--- src/rtl/tird_pkg.sv ---
// Shared types and constants for the tape image record deframer.
// Holds the item structs, the token passed from front to back, and the code enums.
// No dependencies.
`default_nettype none

package tird_pkg;

  typedef enum logic [1:0] {
    PH_HEADER = 2'd0,
    PH_DATA   = 2'd1,
    PH_SKIP   = 2'd2,
    PH_DONE   = 2'd3
  } phase_e;

  typedef enum logic [2:0] {
    EV_DATA         = 3'd0,
    EV_MARK         = 3'd1,
    EV_END_LOGICAL  = 3'd2,
    EV_END_PHYSICAL = 3'd3,
    EV_BAD_LENGTH   = 3'd4
  } event_e;

  localparam logic [1:0]  FMT_STD = 2'd0;
  localparam logic [1:0]  FMT_E11 = 2'd1;
  localparam logic [1:0]  FMT_TPC = 2'd2;

  localparam logic        REG_FORMAT  = 1'b0;
  localparam logic        REG_MAX_LEN = 1'b1;

  localparam logic [30:0] MAX_LEN_RESET = 31'd65536;
  localparam logic [31:0] HDR_ALL_ONES  = 32'hFFFF_FFFF;
  localparam logic [15:0] FILE_MAX      = 16'hFFFF;
  localparam logic [23:0] REC_MAX       = 24'hFF_FFFF;
  localparam logic [2:0]  TRAILER_LEN   = 3'd4;

  typedef struct packed {
    logic       mode;
    logic [7:0] image_byte;
  } in_item_t;

  typedef struct packed {
    event_e      event_res;
    logic [7:0]  data_byte;
    logic [15:0] file_number;
    logic [23:0] record_number;
    logic        record_error;
    logic        last_of_record;
  } out_item_t;

  // Front-to-back token: one per classified byte that matters to the back end.
  typedef struct packed {
    logic       emit;   // produces a result item
    event_e     ev;
    logic       hdr;    // completed header: load the error flag from err
    logic       err;
    logic [7:0] data;
    logic       last;
  } token_t;

endpackage

`default_nettype wire

--- src/rtl/tird_front.sv ---
// Front end: accepts image bytes, assembles headers and classifies each byte.
// Holds the configuration registers. Depends on tird_pkg.
`default_nettype none

module tird_front import tird_pkg::*; (
  input  wire logic        clk_i,
  input  wire logic        rst_ni,
  input  wire logic        cfg_valid_i,
  input  wire logic        cfg_index_i,
  input  wire logic [30:0] cfg_data_i,
  input  wire logic        in_valid_i,
  input  wire in_item_t    in_item_i,
  output logic             tok_push_o,
  output token_t           tok_o
);

  phase_e      phase_q, phase_d;
  logic [31:0] hdr_q, hdr_d;
  logic [1:0]  pos_q, pos_d;
  logic [30:0] left_q, left_d;
  logic [2:0]  skip_q, skip_d;
  logic        prev_mark_q, prev_mark_d;
  logic [1:0]  fmt_q;
  logic [30:0] max_len_q;

  logic        tpc, e11, hdr_end;
  logic [31:0] hv, len;
  logic [2:0]  skip_dec;

  always_ff @(posedge clk_i or negedge rst_ni) begin
    if (!rst_ni) begin
      fmt_q     <= FMT_STD;
      max_len_q <= MAX_LEN_RESET;
    end else if (cfg_valid_i) begin
      if (cfg_index_i == REG_FORMAT) begin
        fmt_q <= cfg_data_i[1:0];
      end else begin
        max_len_q <= cfg_data_i;
      end
    end
  end

  always_ff @(posedge clk_i or negedge rst_ni) begin
    if (!rst_ni) begin
      phase_q     <= PH_HEADER;
      hdr_q       <= '0;
      pos_q       <= '0;
      left_q      <= '0;
      skip_q      <= '0;
      prev_mark_q <= 1'b0;
    end else begin
      phase_q     <= phase_d;
      hdr_q       <= hdr_d;
      pos_q       <= pos_d;
      left_q      <= left_d;
      skip_q      <= skip_d;
      prev_mark_q <= prev_mark_d;
    end
  end

  always_comb begin
    tpc      = (fmt_q == FMT_TPC);
    e11      = (fmt_q == FMT_E11);
    hv       = hdr_q | (32'(in_item_i.image_byte) << {pos_q, 3'b000});
    hdr_end  = tpc ? (pos_q != 2'd0) : (pos_q == 2'd3);
    len      = tpc ? hv : {1'b0, hv[30:0]};
    skip_dec = skip_q - 3'(skip_q != 3'd0);

    phase_d     = phase_q;
    hdr_d       = hdr_q;
    pos_d       = pos_q;
    left_d      = left_q;
    skip_d      = skip_q;
    prev_mark_d = prev_mark_q;
    tok_push_o  = 1'b0;
    tok_o       = '{emit: 1'b0, ev: EV_DATA, hdr: 1'b0, err: 1'b0, data: 8'd0, last: 1'b0};

    if (in_valid_i && phase_q != PH_DONE) begin
      if (in_item_i.mode) begin
        // End of image: stop wherever we are.
        phase_d    = PH_DONE;
        tok_push_o = 1'b1;
        tok_o.emit = 1'b1;
        tok_o.ev   = EV_END_PHYSICAL;
      end else begin
        unique case (phase_q)
          PH_HEADER: begin
            if (!hdr_end) begin
              hdr_d = hv;
              pos_d = pos_q + 2'd1;
            end else begin
              hdr_d      = '0;
              pos_d      = '0;
              tok_push_o = 1'b1;
              tok_o.hdr  = 1'b1;
              tok_o.err  = !tpc && hv[31] && (hv != HDR_ALL_ONES);
              if (!tpc && hv == HDR_ALL_ONES) begin
                phase_d    = PH_DONE;
                tok_o.emit = 1'b1;
                tok_o.ev   = EV_END_PHYSICAL;
              end else if (len == 32'd0) begin
                tok_o.emit = 1'b1;
                if (prev_mark_q) begin
                  phase_d  = PH_DONE;
                  tok_o.ev = EV_END_LOGICAL;
                end else begin
                  prev_mark_d = 1'b1;
                  tok_o.ev    = EV_MARK;
                end
              end else if (len > {1'b0, max_len_q}) begin
                phase_d    = PH_DONE;
                tok_o.emit = 1'b1;
                tok_o.ev   = EV_BAD_LENGTH;
              end else begin
                // Record start: load counters, no result.
                prev_mark_d = 1'b0;
                left_d      = len[30:0];
                if (e11) begin
                  skip_d = TRAILER_LEN;
                end else if (tpc) begin
                  skip_d = {2'b00, len[0]};
                end else begin
                  skip_d = TRAILER_LEN + {2'b00, len[0]};
                end
                phase_d = PH_DATA;
              end
            end
          end
          PH_DATA: begin
            tok_push_o = 1'b1;
            tok_o.emit = 1'b1;
            tok_o.ev   = EV_DATA;
            tok_o.data = in_item_i.image_byte;
            tok_o.last = (left_q <= 31'd1);
            if (left_q <= 31'd1) begin
              left_d  = '0;
              phase_d = (skip_q != 3'd0) ? PH_SKIP : PH_HEADER;
            end else begin
              left_d = left_q - 31'd1;
            end
          end
          PH_SKIP: begin
            skip_d = skip_dec;
            if (skip_dec == 3'd0) begin
              phase_d = PH_HEADER;
            end
          end
          default: begin
            phase_d = phase_q;
          end
        endcase
      end
    end
  end

`ifndef ASSERT_OFF
  a_done_silent: assert property (@(posedge clk_i) disable iff (!rst_ni)
    phase_q == PH_DONE |-> !tok_push_o)
    else $error("token produced after terminal event");
  a_hdr_no_left: assert property (@(posedge clk_i) disable iff (!rst_ni)
    phase_q == PH_HEADER |-> left_q == 31'd0)
    else $error("data count left over in header phase");
`endif

endmodule

`default_nettype wire

--- src/rtl/tird_fifo.sv ---
// Short token queue between the front and back ends.
// Register-based, one write and one read port. Depends on tird_pkg.
`default_nettype none

module tird_fifo import tird_pkg::*; #(
  parameter int Depth = 2
) (
  input  wire logic   clk_i,
  input  wire logic   rst_ni,
  input  wire logic   push_i,
  input  wire token_t data_i,
  input  wire logic   pop_i,
  output logic        full_o,
  output logic        valid_o,
  output token_t      data_o
);

  localparam int PtrW = (Depth > 1) ? $clog2(Depth) : 1;
  localparam int CntW = $clog2(Depth + 1);

  token_t            mem_q [Depth];
  logic [PtrW-1:0]   wr_q, rd_q;
  logic [CntW-1:0]   cnt_q;
  logic              do_push, do_pop;

  assign full_o  = (cnt_q == CntW'(Depth));
  assign valid_o = (cnt_q != '0);
  assign data_o  = mem_q[rd_q];
  assign do_push = push_i && !full_o;
  assign do_pop  = pop_i && valid_o;

  always_ff @(posedge clk_i) begin
    if (do_push) begin
      mem_q[wr_q] <= data_i;
    end
  end

  always_ff @(posedge clk_i or negedge rst_ni) begin
    if (!rst_ni) begin
      wr_q  <= '0;
      rd_q  <= '0;
      cnt_q <= '0;
    end else begin
      if (do_push) begin
        wr_q <= (wr_q == PtrW'(Depth - 1)) ? '0 : wr_q + PtrW'(1);
      end
      if (do_pop) begin
        rd_q <= (rd_q == PtrW'(Depth - 1)) ? '0 : rd_q + PtrW'(1);
      end
      cnt_q <= cnt_q + CntW'(do_push) - CntW'(do_pop);
    end
  end

`ifndef ASSERT_OFF
  a_cnt_bound: assert property (@(posedge clk_i) disable iff (!rst_ni)
    cnt_q <= CntW'(Depth))
    else $error("queue count beyond depth");
`endif

endmodule

`default_nettype wire

--- src/rtl/tird_back.sv ---
// Back end: tracks file, record and error state and builds result items.
// Drives the output register. Depends on tird_pkg.
`default_nettype none

module tird_back import tird_pkg::*; (
  input  wire logic   clk_i,
  input  wire logic   rst_ni,
  input  wire logic   tok_valid_i,
  input  wire token_t tok_i,
  output logic        tok_pop_o,
  input  wire logic   pop_i,
  output logic        empty_o,
  output out_item_t   out_item_o
);

  logic [15:0] file_q;
  logic [23:0] rec_q;
  logic        err_q;
  logic        out_valid_q;
  out_item_t   out_q;
  logic        err_now;

  assign empty_o    = !out_valid_q;
  assign out_item_o = out_q;
  assign tok_pop_o  = tok_valid_i && (!out_valid_q || pop_i);
  assign err_now    = tok_i.hdr ? tok_i.err : err_q;

  always_ff @(posedge clk_i) begin
    if (tok_pop_o) begin
      out_q.event_res      <= tok_i.ev;
      out_q.data_byte      <= tok_i.data;
      out_q.file_number    <= file_q;
      out_q.record_number  <= rec_q;
      out_q.record_error   <= err_now;
      out_q.last_of_record <= tok_i.last;
    end
  end

  always_ff @(posedge clk_i or negedge rst_ni) begin
    if (!rst_ni) begin
      file_q      <= 16'd1;
      rec_q       <= 24'd1;
      err_q       <= 1'b0;
      out_valid_q <= 1'b0;
    end else begin
      if (tok_pop_o) begin
        out_valid_q <= tok_i.emit;
        err_q       <= err_now;
        if (tok_i.emit && tok_i.ev == EV_DATA && tok_i.last && rec_q != REC_MAX) begin
          rec_q <= rec_q + 24'd1;
        end
        if (tok_i.emit && tok_i.ev == EV_MARK) begin
          rec_q <= 24'd1;
          if (file_q != FILE_MAX) begin
            file_q <= file_q + 16'd1;
          end
        end
      end else if (pop_i) begin
        out_valid_q <= 1'b0;
      end
    end
  end

`ifndef ASSERT_OFF
  a_counts_nonzero: assert property (@(posedge clk_i) disable iff (!rst_ni)
    file_q != 16'd0 && rec_q != 24'd0)
    else $error("file or record counter wrapped to zero");
  a_mark_resets_rec: assert property (@(posedge clk_i) disable iff (!rst_ni)
    tok_pop_o && tok_i.emit && tok_i.ev == EV_MARK |=> rec_q == 24'd1)
    else $error("record counter not restarted after tape mark");
`endif

endmodule

`default_nettype wire

--- src/rtl/tape_image_record_deframer.sv ---
// Top level of the tape image record deframer.
// Instantiates tird_front, tird_fifo and tird_back; depends on tird_pkg.
//
// Usage:
//   Input channel (push/full): one item per accepted cycle, either an
//   image byte (mode 0) or the end-of-image marker (mode 1). Items are taken
//   whenever push is high and full is low, one per cycle sustained.
//   Result channel (empty/pop): the oldest result sits on out_item_o while
//   empty is low and leaves on a cycle with pop high. Header, pad and
//   trailer bytes give no result; data bytes and tape events give one each.
//   The edge that accepts an item writes its token into the token queue;
//   the output register loads it once that register is free or popped.
//   Throughput: one item per cycle unless the receiver stalls; the front end
//   classifies combinationally and the back end retires a token per cycle.
//   Stall: when the receiver stops popping, the output register holds and
//   the token queue (QueueDepth entries) fills, then full rises.
//   Config (cfg_valid_i/cfg_ready_o): always ready; index 0 is the image
//   format, index 1 the maximum record length. Write only while idle.
//   Reset: standard format, maximum length 65536, file and record number one.
//   After a terminal event input is still taken but dropped until reset.
`default_nettype none

module tape_image_record_deframer import tird_pkg::*; #(
  parameter int QueueDepth = 2
) (
  input  wire logic        clk_i,
  input  wire logic        rst_ni,
  input  wire logic        cfg_valid_i,
  output logic             cfg_ready_o,
  input  wire logic        cfg_index_i,
  input  wire logic [30:0] cfg_data_i,
  input  wire logic        push,
  output logic             full,
  input  wire in_item_t    in_item_i,
  output logic             empty,
  input  wire logic        pop,
  output out_item_t        out_item_o
);

  logic   accept;
  logic   tok_push, tok_pop, tok_valid;
  token_t tok_in, tok_out;

  // Configuration is taken every cycle.
  assign cfg_ready_o = 1'b1;
  assign accept      = push && !full;

  tird_front u_front (
    .clk_i       (clk_i),
    .rst_ni      (rst_ni),
    .cfg_valid_i (cfg_valid_i),
    .cfg_index_i (cfg_index_i),
    .cfg_data_i  (cfg_data_i),
    .in_valid_i  (accept),
    .in_item_i   (in_item_i),
    .tok_push_o  (tok_push),
    .tok_o       (tok_in)
  );

  // Decouple classification from result building.
  tird_fifo #(
    .Depth (QueueDepth)
  ) u_fifo (
    .clk_i   (clk_i),
    .rst_ni  (rst_ni),
    .push_i  (tok_push),
    .data_i  (tok_in),
    .pop_i   (tok_pop),
    .full_o  (full),
    .valid_o (tok_valid),
    .data_o  (tok_out)
  );

  tird_back u_back (
    .clk_i       (clk_i),
    .rst_ni      (rst_ni),
    .tok_valid_i (tok_valid),
    .tok_i       (tok_out),
    .tok_pop_o   (tok_pop),
    .pop_i       (pop),
    .empty_o     (empty),
    .out_item_o  (out_item_o)
  );

endmodule

`default_nettype wire

--- config.mk ---
export PLATFORM = sky130hd
export DESIGN_NAME = tape_image_record_deframer
export DESIGN_NICKNAME = d
export VERILOG_FILES = /design/src/rtl/tird_pkg.sv /design/src/rtl/tird_front.sv /design/src/rtl/tird_fifo.sv /design/src/rtl/tird_back.sv /design/src/rtl/tape_image_record_deframer.sv
export SDC_FILE = /design/constraint.sdc
export NUM_CORES = 1
export LEC_CHECK = 0
export BUFFER_PORTS_ARGS = -buffer_cell sky130_fd_sc_hd__buf_2
export CORE_MARGIN = 2
export CORE_UTILIZATION = 49
export CTS_BUF_LIST = sky130_fd_sc_hd__clkbuf_16
export CTS_CLUSTER_DIAMETER = 150
export DETAILED_ROUTE_END_ITERATION = 16
export GPL_TIMING_DRIVEN = 0
export HOLD_SLACK_MARGIN = 0.12
export PLACE_DENSITY_LB_ADDON = 0.3
export SETUP_SLACK_MARGIN = 0.1
export SYNTH_ARGS = -nofsm -noshare
export SYNTH_HDL_FRONTEND = slang
export SYNTH_SLANG_ARGS = --single-unit
export TNS_END_PERCENT = 5
--- constraint.sdc ---
create_clock -name clk_i -period 4.7 [get_ports clk_i]
set_input_delay 0.235 -clock clk_i [delete_from_list [all_inputs] [get_ports clk_i]]
set_output_delay 0.235 -clock clk_i [all_outputs]
set_load 0.05 [all_outputs]
### After elaboration in Yosys (flattened, before gate mapping)

Memories as Yosys holds them, arrays and structs flattened.
Index checks and enable logic that the tools add are counted.

| operators by class | value |
|---|---|
| $add $sub $neg | 10 |
| $lt $le $gt $ge | 2 |
| equal/unequal tests | 21 |
| shift operators | 1 |
| mux-type cells | 53 |
| bitwise operators | 4 |
| reduce and logical (&&, ||, !) cells | 37 |

Operators by type and width:

| operator | count |
|---|---|
| 31-bit 2-to-1 mux | 5 |
| 32-bit 2-to-1 mux | 2 |
| 31-bit case mux with 2 select lines | 1 |
| 24-bit 2-to-1 mux | 2 |
| 32-bit equality test (second input constant) | 1 |
| 32-bit by 31-bit > comparator with 1-bit output | 1 |
| 32-bit logical NOT | 1 |
| 32-bit inequality test (second input constant) | 1 |
| 32-bit OR | 1 |
| 8-bit by 5-bit << shifter with 32-bit output | 1 |
| 31-bit by 1-bit <= comparator with 1-bit output (second input constant) | 1 |
| 31-bit by 1-bit subtractor with 31-bit output (second input constant) | 1 |
| 24-bit by 1-bit adder with 24-bit output (second input constant) | 1 |
| 2-bit 2-to-1 mux | 12 |
| 24-bit inequality test (second input constant) | 1 |
| 3-bit 2-to-1 mux | 6 |
| 16-bit by 1-bit adder with 16-bit output (second input constant) | 1 |
| 4-bit 2-to-1 mux | 4 |
| 16-bit inequality test (second input constant) | 1 |
| 15-bit 2-to-1 mux | 1 |
| 7-bit AND reduction | 2 |
| 1-bit 2-to-1 mux | 13 |
| 1-bit logical AND | 12 |
| 6-bit AND reduction | 2 |
| 30 further kinds | 54 |

| word-level totals | value |
|---|---|
| register bits | 203 |
| bits in writable memories | 30 |
| input port bits | 46 |
| output and inout bits | 56 |
| logic and storage cells | 150 |
| memories kept | 1 |

Memories:

| memory | depth | width | rd ports | clocked after Yosys merged registers in | write ports | RTL line | source |
|---|---|---|---|---|---|---|---|
| u_fifo.mem_q | 2 | 15 | 1 | 0 | 1 | tird_fifo.sv:21 | `token_t mem_q [Depth];` |

### Longest topological paths before layout

| depth | value |
|---|---|
| depth after elaboration | 11 |
| gate-level depth with buffers | 15 |
| gate-level depth less buffers | 12 |

### Cells and area by module

A second synthesis with hierarchy kept.

| second synthesis, totals | value |
|---|---|
| cell total of the unflattened synthesis | 1198 |
| area total of the unflattened synthesis | 12385.6 µm² |

By module, submodules not included:

| module | times used | cells each | area an instance (µm²) | sequential area each (µm²) |
|---|---|---|---|---|
| tird_front | 1 | 838 | 7213.2 | 2603.7 |
| tird_back | 1 | 292 | 3818.7 | 2645.0 |
| tird_fifo | 1 | 65 | 1328.8 | 1001.0 |
| tape_image_record_deframer | 1 | 3 | 25.0 | 0.0 |

### Worst setup path after synthesis

Ideal clock, no wire load.

| path | value |
|---|---|
| path kind | reg2reg |
| start point | register u_back.out_valid_q |
| end point | register u_back.rec_q[15] |
| setup time | 78 ps |
| arrival | 3251 ps |
| required time | 4622 ps |
| setup slack | 1370 ps |
| stages on the path, launching flop included | 10 |
| buffers on the path | 1 |
| clock period less this slack | 3330 ps |
| cells stage by stage | dfrtp_1 > nand2b_1 > o21ai_0 > inv_1 > o2111ai_1 > a31oi_1 > o2111ai_1 > clkbuf_1 > or3_1 > a21oi_1 |

| between the ends | value |
|---|---|
| word-level cells in the longest chain between the ends | 4 |

Ends and longest elaborated chain:

| item | RTL line | source |
|---|---|---|
| start: declaration | tird_back.sv:19 | `logic out_valid_q;` |
| start signal: assignment | tird_back.sv:47 | `out_valid_q <= tok_i.emit;` |
| 1-bit logical NOT | tird_back.sv:25 | `assign tok_pop_o = tok_valid_i && (!out_valid_q \|\| pop_i);` |
| 1-bit logical OR | tird_back.sv:25 |  |
| 1-bit logical AND | tird_back.sv:25 |  |
| named net tok_pop | tape_image_record_deframer.sv:41 | `logic tok_push, tok_pop, tok_valid;` |
| 2-bit AND reduction (no line) | n/a |  |
| end signal: assignment | tird_back.sv:50 | `rec_q <= rec_q + 24'd1;` |
| end: declaration | tird_back.sv:17 | `logic [23:0] rec_q;` |

The timed path passes the listed nets, and every way through them passes these cells.
A chain may end at the register's enable or synchronous reset.

### Worst setup path after layout

| path | value |
|---|---|
| start point | register u_front.pos_q[1] |
| end point | register u_front.left_q[16] |

| between the ends | value |
|---|---|
| word-level cells in the longest chain between the ends | 8 |
| elaborated cells between the ends (all ways) | 20 |

Ends and longest elaborated chain:

| item | RTL line | source |
|---|---|---|
| start: declaration | tird_front.sv:19 | `logic [1:0] pos_q, pos_d;` |
| start signal: assignment | tird_front.sv:54 | `pos_q <= pos_d;` |
| parallel branches: the longest is 8 deep, another holds 32-bit by 31-bit > comparator with 1-bit output | n/a |  |
| end signal: assignment | tird_front.sv:55 | `left_q <= left_d;` |
| end: declaration | tird_front.sv:20 | `logic [30:0] left_q, left_d;` |

Parallel ways; which one is timed is not known. The select of a mux whose other input is x is not followed.

==> flow_summary.toml <==
[timing]
finalSetupViolCount = 0
period_share_pct = 90.0
rsz0062_at_grt = "false"
drv_slew = 0
final.setup.tns_ns = 0
fin_skew_ns = 0.0163
hold_ws_ns = 0.146
slew-limit-headroom_pct = 13.0
worst_pin_slew_ns = 1.30
fmax_mhz = 236
hold_viol = 0
min_period_ns = 4.23

[min_path]
worstHoldStart = "cfg_index_i"
min-delay-path-class = "input port to flop"

[cells_and_area]
stdcell_area_um2 = 13800
seq_area_um2 = 6250
finalNetCount = 1369
drive_gt1_share_pct = 16.5
syn_to_final_growth_pct = 17.6
multiInputGateArea_um2 = 4990
diodes = 0
final_core_util_pct = 58.7
final_cells = 1614
fillers = 1958

[global_routing]
grt_busiest_layer = "met2"
grt_use_met2_pct = 39.0
grt_antenna_before_repair = 0
grt.met3_usage_pct = 4.06
grt_usage_pct = 23.3
grt_pass1_wl_um = 46200
grt_max_degree = 93
grt_pass1_vias = 8866
met1_usage_pct = 30.4
overflow = 0

[critical_path]
crit_path_max_fanout = 10
worstReg2RegEnd = "u_front.left_q[16]$_DFFE_PN0P_"
r2r_start = "u_front.pos_q[1]$_DFFE_PN0P_"
cpMaxStageDelayCell = "nor4_2"
crit_path_end_kind = "flop"
rr_worst_depth = 15
crit_chain = "buf_2, and2_1, clkbuf_1, a21oi_1, inv_1, ha_1, nand3_1, nor4_2, nand3_1, a31oi_1, o21ai_2, nand4_1, clkbuf_1, o22ai_1, a211o_1"
critPathMaxStageDelay_ns = 0.49
critPathLaunchType = "flop"
arrival_ns = 4.63
r2r_slack_ns = 0.47
critPathKind = "flop to flop"
cp.buffers_inverters = 4
path_depth = 15
startpoint = "u_front.pos_q[1]$_DFFE_PN0P_"
cp-endpoint = "u_front.left_q[16]$_DFFE_PN0P_"
critPathTopFamily = "compound AO/OA/AOI/OAI gates"
critPathRequiredTime_ns = 5.10

[placed_design]
dp_cells = 1533
port_buffers = 97
dp.final_hpwl_um = 20400
gp_congestion = 0.963
post_dp_cell_area_um2 = 12700

[power_and_ir_drop]
p_leak_nw = 6.19
power_density_nw_per_um2 = 436
irDropWorstVdd_mv = 0.355

[yosys]
async_reset_ff_share_pct = 64.4
synthTopCellsByCount = "dfrtp_1, nor2_1, o21ai_0, edfxtp_1, a21oi_1"
synth_top_cell_by_area = "dfrtp_1"
syn_area_um2 = 11700
ys_seq_area_share_pct = 53.3
ys_ff_latch = 233
syn_area_per_cell_um2 = 10.5
post-synth-top-count-cell = "dfrtp_1"
ys_types = 74
synthCells = 1115
synth_edf_count = 83
synthTopCellsByArea = "dfrtp_1, edfxtp_1, ha_1"
synth_ff_type = "dfrtp_1"
synth_fp_nets = 1206
synth_top_area_share_pct = 31.4
ys_warn_count = 0

[routing]
drc_errors = 0
via_per_inst = 5.68
vias = 9174
routed_wire_length_per_instance_um = 17.6
dr.first_iter.drc_count = 728
dr.pass1.iters = 5
drt_wl_total_um = 28400
antenna_left = 0

[die]
ios = 102
num_rows = 56
die_w_um = 159
die-area_um2 = 25200
initial_core_util_pct = 49.9
die_height_um = 159
coreArea_um2 = 23500

[clock_tree]
htreeDepth = 1
cts_made_buffers = 26
clock_path_buffers = 3
clk_pin_slew_ns = 0.06
cts_tree = "done"
insertion_delay_ns = 0.53
cts-root-buf = "clkbuf_16"
cts_setup_buffers = 0
cts_sinks = 233

[run_status]
status = "finished, final reports clean"

[run]
max_cap_violations = 0
-- per-stage QoR --
| step | total power (W) | setup slack (ns) |
|---|---|---|
| floorplan | 0.00384 | 1.37 |
| global placement | 0.00419 | 0.108 |
| detailed placement | 0.00424 | 0.0982 |
| CTS | 0.00605 | 0.209 |
| global route | 0.00628 | 0.138 |
| finish | 0.00600 | 0.469 |
-- cell usage in the layout (no fill, tap or decap), drive strengths merged, types with 4 or more instances in the layout --
master,count
nor2,111
clkbuf,55
mux2i,8
a21o,22
nand2,52
ha,45
xor2,11
a21oi,70
buf,121
and2,15
o211ai,6
mux2,46
nor3,34
or3,11
o22ai,13
edfxtp,83
dfrtp,147
o21ai,93
or4,6
clkinv,9
nor2b,14
xnor2,26
a32oi,9
a221o,4
dlygate4sd3,36
nand3,30
a31oi,9
a211o,4
nand2b,12
o21a,4
inv,78
or2,4
a22oi,5
nand4,27
o221ai,4
and3,7
nor4,22
-- how the worst min path moves through the flow --
stage,slack [ns],depth (start not counted),end
6_report,0.15,3,u_front.max_len_q[30]$_DFFE_PN0P_
5_1_grt,0.17,3,u_front.max_len_q[30]$_DFFE_PN0P_
4_1_cts,0.14,3,u_front.max_len_q[30]$_DFFE_PN0P_
3_5_place_dp,0.26,1,u_front.left_q[10]$_DFFE_PN0P_
3_3_place_gp,0.46,3,u_front.fmt_q[1]$_DFFE_PN0P_
2_1_floorplan,-0.06,0,u_back.err_q$_DFFE_PN0P_
-- state kept, by name, indices dropped and copies added, names as in the netlist --
register,flops
u_front.prev_mark_q,1
u_fifo.rd_q,1
u_back.out_valid_q,1
u_back.rec_q,24
u_front.max_len_q,31
u_front.fmt_q,2
u_fifo.mem_q,30
u_back.err_q,1
u_front.skip_q,3
u_front.left_q,31
u_fifo.wr_q,1
u_fifo.cnt_q,2
u_back.out_item_o,53
u_front.phase_q,2
u_front.hdr_q,32
u_back.file_q,16
u_front.pos_q,2
-- cells by family (layout without fill, tap and decap cells) --
group                      count (synthesis)  after routing  share of synthesized area, %
adders and majority gates                 45             45                          4.81
xor gates and xnor gates                  37             37                          2.77
muxes                                     54             54                          5.11
buffers and inverters                    120            300                          4.17
AOI/OAI and AO/OA                        265            265                          14.0
DFF                                      233            233                          53.3
and+or+nand+nor                          360            360                          15.8
other                                      1              1                        0.0320
-- report_power, final --
group          leakage [nW]  internal [W]  switching [W]  total [W]
clock network         0.389      0.000997       0.000793    0.00179
logic                  3.01      0.000400        0.00121    0.00161
registers              2.79       0.00248       0.000118    0.00260
total                  6.19       0.00388        0.00212    0.00600
-- worst register-to-register path, stage by stage, from the launching register on --
cell and delay [ns]:
dfrtp_1 0.41, buf_2 0.20, and2_1 0.19, clkbuf_1 0.25, a21oi_1 0.38, inv_1 0.10, ha_1 0.29, nand3_1 0.18
nor4_2 0.49, nand3_1 0.14, a31oi_1 0.21, o21ai_2 0.18, nand4_1 0.19, clkbuf_1 0.45, o22ai_1 0.15, a211o_1 0.29
-- what timing repair did --
action,in CTS,in global routing
hold endpoints to repair,92,0
cloned,0,0
endpoints found under the setup margin,3,31
gates resized for setup,1,3
hold buffers,36,0
-- layout make-up --
type	instances	area share [%]
plain buffers	51	1.66
clock buffers	26	4.72
clock inverters	19	0.681
inverters	69	1.88
multi-input cells	762	36.3
flip-flops and latches	233	45.4
well taps	319	2.90
repair buffers	135	6.53
-- metal layers --
| metal | vias up | part of all wire, % |
|---|---|---|
| met2 | 355 | 48 |
| met1 | 4355 | 42 |
| li1 | 4398 | - |
| met3 | 66 | 6.7 |
| met4 | 0 | 3.8 |
| met5 | - | 0 |
Power figures use the tool's default switching activity.
